### config.mk
export PLATFORM = sky130hd
export DESIGN_NAME = date_to_day_number_weekday
export DESIGN_NICKNAME = d
export VERILOG_FILES = /design/src/hw/rtl/dtdn_pkg.sv /design/src/hw/rtl/date_to_day_number_weekday.sv
export SDC_FILE = /design/constraint.sdc
export NUM_CORES = 1
export LEC_CHECK = 0
export ABC_AREA = 1
export BUFFER_PORTS_ARGS = -buffer_cell sky130_fd_sc_hd__buf_2
export CORE_MARGIN = 2
export CORE_UTILIZATION = 45
export CTS_CLUSTER_SIZE = 12
export DETAILED_ROUTE_END_ITERATION = 12
export PLACE_DENSITY_LB_ADDON = 0.25
export SLEW_MARGIN = 20
export SYNTH_ARGS = -nofsm -noshare
export SYNTH_HDL_FRONTEND = slang
export SYNTH_SLANG_ARGS = --single-unit
### constraint.sdc
create_clock -name clk -period 8.7 [get_ports clk]
set_clock_uncertainty 0.05 [all_clocks]
set_input_delay 0.435 -clock clk [delete_from_list [all_inputs] [get_ports clk]]
set_output_delay 0.435 -clock clk [all_outputs]
set_load 0.03 [all_outputs]
### src/hw/rtl/dtdn_pkg.sv
// types, constants and tables for the date to day number block
package dtdn_pkg;

  localparam int YearW = 14;
  localparam int MonthW = 4;
  localparam int DayW = 6;
  localparam int NumW = 22;
  localparam int WdayW = 3;
  localparam int MlenW = 5;

  localparam logic [YearW-1:0] YearMax = YearW'(9999);
  // floor(y / 100) == (y * Recip100) >> Recip100Sh for every 14-bit y
  localparam int Recip100W = 13;
  localparam logic [Recip100W-1:0] Recip100 = Recip100W'(5243);
  localparam int Recip100Sh = 19;
  localparam int ProdW = YearW + Recip100W;

  localparam logic [MonthW-1:0] MonJan = MonthW'(1);
  localparam logic [MonthW-1:0] MonFeb = MonthW'(2);
  localparam logic [MonthW-1:0] MonMar = MonthW'(3);
  localparam logic [MonthW-1:0] MonApr = MonthW'(4);
  localparam logic [MonthW-1:0] MonMay = MonthW'(5);
  localparam logic [MonthW-1:0] MonJun = MonthW'(6);
  localparam logic [MonthW-1:0] MonJul = MonthW'(7);
  localparam logic [MonthW-1:0] MonAug = MonthW'(8);
  localparam logic [MonthW-1:0] MonSep = MonthW'(9);
  localparam logic [MonthW-1:0] MonOct = MonthW'(10);
  localparam logic [MonthW-1:0] MonNov = MonthW'(11);
  localparam logic [MonthW-1:0] MonDec = MonthW'(12);

  typedef struct packed {
    logic [YearW-1:0]  year;
    logic [MonthW-1:0] month;
    logic [DayW-1:0]   day;
  } req_t;

  typedef struct packed {
    logic              date_ok;
    logic [NumW-1:0]   day_number;
    logic [WdayW-1:0]  weekday;
    logic              leap_year;
    logic [MlenW-1:0]  month_length;
  } res_t;

  function automatic logic [MlenW-1:0] month_len(input logic [MonthW-1:0] m,
                                                 input logic leap);
    logic [MlenW-1:0] r;
    unique case (m)
      MonJan, MonMar, MonMay, MonJul, MonAug, MonOct, MonDec: r = MlenW'(31);
      MonApr, MonJun, MonSep, MonNov:                          r = MlenW'(30);
      MonFeb:  r = leap ? MlenW'(29) : MlenW'(28);
      default: r = '0;
    endcase
    return r;
  endfunction

  // (4*m + 23) / 10 for months after february, zero otherwise
  function automatic logic [2:0] month_corr(input logic [MonthW-1:0] m);
    logic [2:0] r;
    unique case (m)
      MonMar, MonApr:         r = 3'd3;
      MonMay, MonJun:         r = 3'd4;
      MonJul, MonAug, MonSep: r = 3'd5;
      MonOct, MonNov:         r = 3'd6;
      MonDec:                 r = 3'd7;
      default:                r = 3'd0;
    endcase
    return r;
  endfunction

endpackage

### src/hw/rtl/date_to_day_number_weekday.sv
// top level: gregorian date check, leap year, month length, day number and weekday
//
// One date is taken per cycle while req_stall is low. The four register
// stages are reciprocal division of the year by 100, the leap and range
// checks with the partial day sum, the final subtraction, and the mod 7
// fold of the day number. A stall on the result side holds each full stage
// with no bubble between it and the output, and backs up onto req_stall only when no bubble is left.
module date_to_day_number_weekday (
  input  logic            clk,
  input  logic            rst,
  input  logic            req_valid,
  output logic            req_stall,
  input  dtdn_pkg::req_t  req,
  output logic            res_valid,
  input  logic            res_stall,
  output dtdn_pkg::res_t  res
);

  logic v1, v2, v3, v4;
  logic en1, en2, en3, en4;

  assign en4 = !v4 || !res_stall;
  assign en3 = !v3 || en4;
  assign en2 = !v2 || en3;
  assign en1 = !v1 || en2;
  assign req_stall = !en1;
  assign res_valid = v4;

  always_ff @(posedge clk) begin
    if (rst) begin
      v1 <= 1'b0;
      v2 <= 1'b0;
      v3 <= 1'b0;
      v4 <= 1'b0;
    end else begin
      if (en1) v1 <= req_valid;
      if (en2) v2 <= v1;
      if (en3) v3 <= v2;
      if (en4) v4 <= v3;
    end
  end

  // stage 1: effective year and divisions by 100
  logic [dtdn_pkg::YearW-1:0]  ym_next;
  logic [dtdn_pkg::ProdW-1:0]  pq_year, pq_ym;
  logic [dtdn_pkg::YearW-1:0]  s1_year, s1_ym;
  logic [dtdn_pkg::MonthW-1:0] s1_month;
  logic [dtdn_pkg::DayW-1:0]   s1_day;
  logic [7:0]                  s1_qy, s1_qym;

  always_comb begin
    ym_next = (req.month <= dtdn_pkg::MonFeb) ? req.year - dtdn_pkg::YearW'(1) : req.year;
    pq_year = dtdn_pkg::ProdW'(req.year) * dtdn_pkg::ProdW'(dtdn_pkg::Recip100);
    pq_ym   = dtdn_pkg::ProdW'(ym_next) * dtdn_pkg::ProdW'(dtdn_pkg::Recip100);
  end

  always_ff @(posedge clk) begin
    if (en1) begin
      s1_year  <= req.year;
      s1_ym    <= ym_next;
      s1_month <= req.month;
      s1_day   <= req.day;
      s1_qy    <= pq_year[dtdn_pkg::Recip100Sh +: 8];
      s1_qym   <= pq_ym[dtdn_pkg::Recip100Sh +: 8];
    end
  end

  // stage 2: leap flag, month length, validity, partial sums
  logic                        leap_next, ok_next;
  logic [dtdn_pkg::MlenW-1:0]  mlen_next;
  logic [dtdn_pkg::NumW-1:0]   base_next;
  logic [10:0]                 sub_next;
  logic [9:0]                  cent3;
  logic                        s2_ok, s2_leap;
  logic [dtdn_pkg::MlenW-1:0]  s2_mlen;
  logic [dtdn_pkg::NumW-1:0]   s2_base;
  logic [10:0]                 s2_sub;

  always_comb begin
    leap_next = (s1_year[1:0] == 2'b00) &&
                ((s1_year != dtdn_pkg::YearW'(s1_qy) * dtdn_pkg::YearW'(100)) ||
                 (s1_qy[1:0] == 2'b00));
    mlen_next = dtdn_pkg::month_len(s1_month, leap_next);
    ok_next   = (mlen_next != '0) && (s1_day != '0) &&
                (dtdn_pkg::MlenW'(s1_day) <= mlen_next) && (s1_day[5] == 1'b0) &&
                (s1_year != '0) && (s1_year <= dtdn_pkg::YearMax);
    base_next = dtdn_pkg::NumW'(s1_year) * dtdn_pkg::NumW'(365)
              + dtdn_pkg::NumW'(s1_day)
              + dtdn_pkg::NumW'(s1_month - dtdn_pkg::MonthW'(1)) * dtdn_pkg::NumW'(31)
              + dtdn_pkg::NumW'(s1_ym[dtdn_pkg::YearW-1:2]);
    cent3     = (10'(s1_qym) + 10'd1) * 10'd3;
    sub_next  = 11'(cent3[9:2]) + 11'(dtdn_pkg::month_corr(s1_month));
  end

  always_ff @(posedge clk) begin
    if (en2) begin
      s2_ok   <= ok_next;
      s2_leap <= leap_next;
      s2_mlen <= mlen_next;
      s2_base <= base_next;
      s2_sub  <= sub_next;
    end
  end

  // stage 3: final day number
  logic                       s3_ok, s3_leap;
  logic [dtdn_pkg::MlenW-1:0] s3_mlen;
  logic [dtdn_pkg::NumW-1:0]  s3_num;

  always_ff @(posedge clk) begin
    if (en3) begin
      s3_ok   <= s2_ok;
      s3_leap <= s2_leap;
      s3_mlen <= s2_mlen;
      s3_num  <= s2_ok ? s2_base - dtdn_pkg::NumW'(s2_sub) : '0;
    end
  end

  // stage 4: mod 7 by folding octal digits (8 is 1 mod 7)
  logic [23:0] num_pad;
  logic [5:0]  fold1;
  logic [3:0]  fold2;
  logic [2:0]  fold3;
  logic [2:0]  wday_next;

  always_comb begin
    num_pad = 24'(s3_num);
    fold1 = '0;
    for (int i = 0; i < 8; i++) begin
      fold1 = fold1 + 6'(num_pad[3*i +: 3]);
    end
    fold2 = 4'(fold1[5:3]) + 4'(fold1[2:0]);
    fold3 = 3'(fold2[3]) + fold2[2:0];
    wday_next = (fold3 == 3'd7) ? 3'd0 : fold3;
  end

  always_ff @(posedge clk) begin
    if (en4) begin
      res.date_ok      <= s3_ok;
      res.day_number   <= s3_num;
      res.weekday      <= wday_next;
      res.leap_year    <= s3_leap;
      res.month_length <= s3_mlen;
    end
  end

endmodule

---- Yosys cells after proc, flatten, opt, wreduce, memory -nomap -nowiden ----
Memories as Yosys holds them, arrays and structs flattened. A register that Yosys moved wholly into a read port is not among the register bits.
Cells that the tools add are included.
storage, ports and cells
  flip-flop bits (word level) ............. 159
  latch bits .............................. 0
  bits in writable memories ............... 0
  bits in read-only memories .............. 48
  bits of input ports ..................... 28
  output and inout bits ................... 34
  word-level logic and storage cells ...... 94
  memories kept ........................... 1
memory list
  name             words  width  rd ports  clocked after Yosys merged registers in  wr ports  line            RTL
  (no name shown)  16     3      1         1                                        0         dtdn_pkg.sv:60  unique case (m)
operators by class
  add/subtract/negate cells ............... 17
  multipliers ............................. 6
  divide/modulo/power cells ............... 0
  $lt $le $gt $ge ......................... 3
  equality and inequality tests ........... 14
  shift operators ......................... 0
  muxes and demuxes ....................... 4
  bitwise logic cells ..................... 1
  reduce and logical (&&, ||, !) cells .... 24
operators by type and width
  operator                                                                number
  14-bit by 13-bit multiplier with 27-bit output (second input constant)  2
  22-bit by 12-bit adder with 22-bit output                               1
  22-bit adder                                                            1
  22-bit by 6-bit adder with 22-bit output                                1
  14-bit by 9-bit multiplier with 22-bit output (second input constant)   1
  22-bit by 11-bit subtractor with 22-bit output                          1
  4-bit equality test (second input constant)                             5
  6-bit by 3-bit adder with 6-bit output                                  3
  4-bit by 3-bit equality test with 1-bit output (second input constant)  4
  5-bit case mux with 3 select lines                                      1
  14-bit <= comparator (second input constant)                            1
  14-bit 2-to-1 mux                                                       1
  14-bit != test                                                          1
  14-bit nonzero test                                                     1
  14-bit by 1-bit subtractor with 14-bit output (second input constant)   1
  8-bit by 5-bit multiplier with 12-bit output (second input constant)    1
  5-bit by 6-bit multiplier with 11-bit output (second input constant)    1
  9-bit by 2-bit multiplier with 10-bit output (second input constant)    1
  8-bit by 1-bit adder with 9-bit output (second input constant)          1
  8-bit by 3-bit adder with 9-bit output                                  1
  3-bit by 3-bit adder with 4-bit output                                  2
  4-bit by 2-bit equality test with 1-bit output (second input constant)  2
  7-bit OR reduction                                                      1
  5-bit by 3-bit adder with 6-bit output                                  1
  18 further kinds                                                        33

---- Depth between registers and ports, before layout ----
Gate-level depths: netlist of the first run.
  depth after elaboration ................. 12
  mapped depth ............................ 36
  depth with buffers taken out ............ 36

---- Worst setup path after synthesis of the first run ----
Ideal clock, no wire load.
  path kind ............................... reg-to-reg
  from .................................... reg s1_month[0] (netlist bit)
  to ...................................... reg s2_base[21] (netlist bit), data pin
  data arrival time ....................... 6639 ps
  required time ........................... 8397 ps
  slack ................................... 1758 ps
  cell stages (with the launch flop) ...... 35
  clock period less this slack ............ 6942 ps
  cell sequence ........................... edfxtp_1 inv_1 ha_1 inv_1 nor2_1 nor2_1 inv_1 ha_1 ha_1 inv_1 fa_1 inv_1 ha_1 fa_1 a31oi_1 nor2_1 o21ai_0 nand2_1 xor2_1 ha_1 fa_1 inv_1 fa_1 fa_1 inv_1 ha_1 nand2_2 nor2_2 inv_2 nor3_4 nand3_1 nand3_2 nand2_2 nand3_1 nand2_1
on the way
  word-level cells in the longest chain between the ends .. 4
RTL lines
  what                                          line                               RTL
  start: declaration                            date_to_day_number_weekday.sv:47   logic [dtdn_pkg::MonthW-1:0] s1_month;
  start signal: assignment                      date_to_day_number_weekday.sv:61   s1_month <= req.month;
  4-bit by 1-bit subtractor with 5-bit output   date_to_day_number_weekday.sv:89   + dtdn_pkg::NumW'(s1_month - dtdn_pkg::MonthW'(1)) * dtdn_pkg::NumW'(31)
  5-bit by 6-bit multiplier with 11-bit output  date_to_day_number_weekday.sv:89
  22-bit adder                                  date_to_day_number_weekday.sv:89
  22-bit by 12-bit adder with 22-bit output     date_to_day_number_weekday.sv:90   + dtdn_pkg::NumW'(s1_ym[dtdn_pkg::YearW-1:2]);
  net base_next (one bit)                       date_to_day_number_weekday.sv:71   logic [dtdn_pkg::NumW-1:0] base_next;
  end signal: assignment                        date_to_day_number_weekday.sv:100  s2_base <= base_next;
  end: declaration                              date_to_day_number_weekday.sv:76   logic [dtdn_pkg::NumW-1:0] s2_base;
The timed path passes the listed nets, and every way through them passes these cells.
A chain may end at the register's enable or synchronous reset.

---- Worst setup path after layout of the first run ----
Same ends and word-level chain as after synthesis.

==> metrics, run 1 <==
critical path type reg2reg; later-pin clock latency in the skew report 450 ps; CTS resizes 0; Post-synth top cells inv_1 (604), ha_1 (360), nand2_1 (287); fraction of layout cells with a size suffix above 1 0.0619; Finish-stage setup viols 0; die area approximately 47,000 um2; final worst-path cycle share 0.860; Worst Tran Pin Value about 950 ps; placement row count just under 80; total number of vias around 14,000; Top delay family on crit path adder cells; Root Driver clkbuf_16; CP dominant cell by count inv_1; Synth area leader fa_1; largest family of logic cells by synthesized area adder cells; first drt pass iteration count 5; Util after Layout 0.490; Seq cells post-synth ~150; max cap viols 0; Final nets roughly 3,000; most common cell in the netlist inv_1; Worst Setup End Kind register; Setup WS post-layout about 1200 ps; top-area cell type share of the netlist area 0.223; vias in the first global route between 10,000 and 15,000; drt wl/cell between 10 and 15 um; cells after synthesis 2,234; Synth Area in Adders 0.444; Post-Syn Nets around 2,900; worst-case clock buffer depth 2; H-tree depth 4; fillers between 4,000 and 5,000; Max Clock Freq between 100 and 150 MHz; Slew Limit Fails 0; Post-Route WL between 40,000 and 50,000 um; Final Hold Vio Count 0; part of the Yosys area used for sequential elements 0.220; Required @ worst endpoint about 9000 ps; Top FF cell, synth edfxtp_1; CORE AREA 45,100 um2; async set or reset register ratio after synthesis 0; Synth area leaders fa_1 (22%), ha_1 (22%), edfxtp_1 (21%); Congestion Overflow GR 0; hold_ws about 110 ps; Avg Inst Size Synth roughly 9 um2; Yosys warning total 0; # DRC 0; Clk pin slew, worst setup/hold paths ~80 ps; worst endpoint data arrival time ~7600 ps; Iter 0 DRT Violations 600; overall routing resource usage 0.186; Worst path slowest cell fa_1; Initial Util 0.453; area delta synth->final 8.19%; # IOs 62; number of vias per cell 4.79; setup bufs post-CTS 0; slowest stage delay, CP between 500 and 600 ps; Synth Area in Simple Gates 0.123; Synth Area in Compound Gates 0.0625; min Tclk post-route about 7500 ps; CTS buffer count 17; pin count of the biggest net entering global routing 61; Die Y 217 um; run status completed; CP Max Fanout 7; Critical Path Source Type register; global-route wire length before repair around 70,000 um; RSZ-0062 raised after global routing false; pre-CTS setup slack 1210 ps; Syn Std Cell Area about 20,000 um2; xor/xnor share of the synthesized area 0.0380; post-synth cell types 49; Final HPWL DP 36,400 um; initial antenna violation count 2; CTS Sinks around 150; RePlAce Congestion slightly below 0.9; port bufs 61; worst hold-check path type in2reg; antenna viol nets, final 0; chip width 217 um; crit path buf inv count 8; Post-synth EDFFs 145; post-synthesis mux area share 0; Slew headroom 0.363; CTS tree built; hold buffer count at cts 0; total negative slack 0 ps
cells in the final DEF (no fill, tap or decap), types with 6 or more instances in the layout:
cell / n
o21ai_1: 6
o21ai_0: 53
a31oi_1: 7
inv_1: 604
nand4_1: 20
xnor2_1: 26
ha_1: 360
a21o_1: 20
a21oi_1: 99
xor2_1: 59
nand2_1: 287
o21ai_2: 6
o21a_1: 10
nand3_1: 70
dfxtp_1: 7
nand2_2: 10
o21bai_1: 7
nor3_1: 18
clkbuf_16: 17
buf_2: 61
nor2_1: 129
fa_1: 228
nand3b_1: 9
edfxtp_1: 145
per-layer routing:
layer | global-route usage | wire, um | up-vias
met3 | 0.0194 | 756 | 43
met4 | 0.0523 | 835 | 2
met1 | 0.233 | 18800 | 6648
li1 | - | - | 7179
met2 | 0.338 | 20900 | 158
met5 | 0 | 13 | -
kinds of logic (layout without fill, tap and decap cells):
group	count (synthesis)	after routing
buf+inv	613	705
fa+ha+maj	588	588
simple gates	573	573
compound gates	221	221
flops	152	152
xor+xnor	87	87
other cells	0	1
worst paths after layout:
kind	start	endpoint	slack, ps	cells past startpoint
max	s1_month[0]	s2_base[21]	1220	34
min	req[4]	s1_day[4]	110	1
max reg2reg	s1_month[0]	s2_base[21]	1220	34
min reg2reg	s3_mlen[0]	res[0]	370	0
sequential cells by signal, indices dropped and copies added (netlist names), named ones only:
| register | cells |
|---|---|
| res | 30 |
| s2_base | 22 |
| s3_num | 22 |
| s1_year | 14 |
| s1_ym | 12 |
| s2_sub | 9 |
| s1_qy | 8 |
| s1_qym | 8 |
| s1_day | 6 |
| s1_month | 4 |
| s2_mlen | 3 |
| s3_mlen | 3 |
| res_valid | 1 |
| s2_leap | 1 |
| s2_ok | 1 |
| s3_leap | 1 |
| s3_ok | 1 |
| v1 | 1 |
| v2 | 1 |
| v3 | 1 |
metrics by stage:
stage | instance area (um2) | instances
after floorplan | 20400 | 2234
after global placement | 21500 | 2894
after detailed placement | 21500 | 2894
after CTS | 22100 | 2926
after global routing | 22100 | 2927
final | 22100 | 2927
cell type report:
cell class	count	area, um2	area share
multi-input cells	1469	13600	0.617
flip-flops and latches	152	4490	0.203
inverters	610	2290	0.104
well taps	600	751	0.0339
clock buffers	17	425	0.0192
repair buffers	63	320	0.0145
clock inverters	15	194	0.00877
diodes	1	2.50	0.000113
Power of run 1 is not shown: default switching activity piles up to over one toggle a cycle in this logic, so the estimate is an artifact.
==> run 2: changes to the inputs <==
==> constraint.sdc (replaced) <==
create_clock -name clk -period 8.7 [get_ports clk]
set_clock_uncertainty 0.05 [all_clocks]
set_input_delay 0.87 -clock clk [delete_from_list [all_inputs] [get_ports clk]]
set_output_delay 0.87 -clock clk [all_outputs]
set_load 0.03 [all_outputs]
==> run 2 against run 1 <==
Sequential cell count unchanged. Worst setup slack improved by 89 ps. Die area unchanged. Clock-buffer cell count unchanged. Utilization decreased by 0.055 points. Via count increased by 0.11%. Register-to-register slack improved by 90 ps. Global-route usage increased by 0.22 points. Worst hold slack improved by 260 ps. Sequential share of layout area about the same. Critical path type unchanged. Critical endpoint unchanged. Largest cell class unchanged.
==> metrics, run 2 (synthesis results as in run 1) <==
worst-case clock buffer depth 2 (unchanged); Slew headroom 0.350 (-0.0135); Required @ worst endpoint 8850 ps (about the same); pin count of the biggest net entering global routing 61 (unchanged); Worst Setup End Kind register; drt wl/cell 14.2 um (+0.90%); Final nets 2,929 (unchanged); CTS resizes 0 (unchanged); Die Y 217 um (unchanged); GR Util met3 0.0196 (+0.000140); Reg with most FFs res; fraction of layout cells with a size suffix above 1 0.0619 (unchanged); RePlAce Congestion 0.888 (+1.1%); antenna viol nets, final 0 (unchanged); Final HPWL DP 36,700 um (+0.77%); area of the multi-input gates 13,600 um2 (unchanged); reg2reg start s1_month[0]; CTS tree built; slowest stage delay, CP 540 ps (about the same); worst hold-check path type reg2reg; Worst path slowest cell fa_1; area delta synth->final 8.07%; # IOs 62 (unchanged); global routing usage on met1 0.236 (+0.00320); Congestion Overflow GR 0 (unchanged); hold buffer count at cts 0 (unchanged); placement row count 78 (unchanged); critical path type reg2reg; CORE AREA 45,100 um2 (unchanged); Worst Tran Pin Value 972 ps (+20.2 ps); Storage cell area 4490 um2 (unchanged); final worst-path cycle share 0.850 (-0.0102); CP Max Fanout 7 (unchanged); commonest non-fill, non-tap cell in the layout inv_1; later-pin clock latency in the skew report 450 ps (about the same); run status completed; Root Driver clkbuf_16; CTS buffer count 17 (unchanged); H-tree depth 4 (unchanged); die area 47,100 um2 (unchanged); # DRC 0 (unchanged); ANT cells 0 (-1); max cap viols 0 (unchanged); Critical Path Source Type register; worst endpoint data arrival time 7550 ps (-90 ps); overall routing resource usage 0.188 (+0.00215); RSZ-0062 raised after global routing false; global-route wire length before repair 71,500 um (+2.0%); CP dominant cell by count inv_1; first drt pass iteration count 6 (+1); Regs by FF count res: 30 flops, s2_base: 22 flops, s3_num: 22 flops; Iter 0 DRT Violations 637 (+6.2%); met2 Usage GRT 0.344 (+0.00607); Finish-stage setup viols 0 (unchanged); CP Launch Point s1_month[0]; most frequent cells in the layout inv_1 (604), ha_1 (360), nand2_1 (287), fa_1 (228), edfxtp_1 (145); chip width 217 um (unchanged); Max Clock Freq 135 MHz (+1.2%); Initial Util 0.453 (unchanged); setup bufs post-CTS 0 (unchanged); Hold Crit Start s3_ok; Most Crowded Layer GR met2; total number of vias 14,045 (+0.11%); Slew Limit Fails 0 (unchanged); max reg flops 30 (unchanged); initial antenna violation count 1 (-1); CTS Sinks 152 (unchanged); fillers 4,297 (-0.19%); Post-Route WL 41,600 um (+0.86%); min Tclk post-route 7390 ps (-88.7 ps); total negative slack 0 ps (unchanged); number of vias per cell 4.80 (+0.14%); port bufs 61 (unchanged); Clk pin slew, worst setup/hold paths 70 ps (about the same); Final Hold Vio Count 0 (unchanged); vias in the first global route 15,014 (+2.8%)
## run 2: through the flow
step,cells,hold slack (ps),setup WS (ps),util,instance area [um2]
after floorplan,2234,350,1760,-,20400
after CTS,2926,370,1240,0.490,22100
after detailed placement,2894,355,1250,0.477,21500
after global placement,2894,353,1330,0.477,21500
after global routing,2926,383,750,0.490,22100
final,2926,369,1310,0.490,22100
## run 2: final timing paths
kind                 end  slack [ps]  cells past startpoint
max          s2_base[21]        1310                     34
min              res[31]         370                      0
max reg2reg  s2_base[21]        1310                     34
min reg2reg      res[31]         370                      0
## run 2: layout make-up
cell class / count / area share
clock buffer: 17 / 0.0193
clock inverter: 15 / 0.00776
inverter: 610 / 0.104
timing repair buffer: 63 / 0.0145
multi-input combinational: 1469 / 0.617
tap: 600 / 0.0340
sequential: 152 / 0.203
## run 2: layer usage
metal | up-vias | part of all wire
met2 | 173 | 0.51
met3 | 48 | 0.022
met5 | - | 0.00017
li1 | 7169 | -
met4 | 2 | 0.019
met1 | 6653 | 0.45
## run 2: critical path, delay by kind of cell, from the launching register on
kind	cells	cell delay, ps
AO/OA/AOI/OAI	2	400
XOR/XNOR	1	150
adder cells (fa/ha/maj)	11	4230
buffers and inverters	8	630
flip-flops	1	470
AND/OR/NAND/NOR	12	1220
Power of run 2 is left out for the same reason.
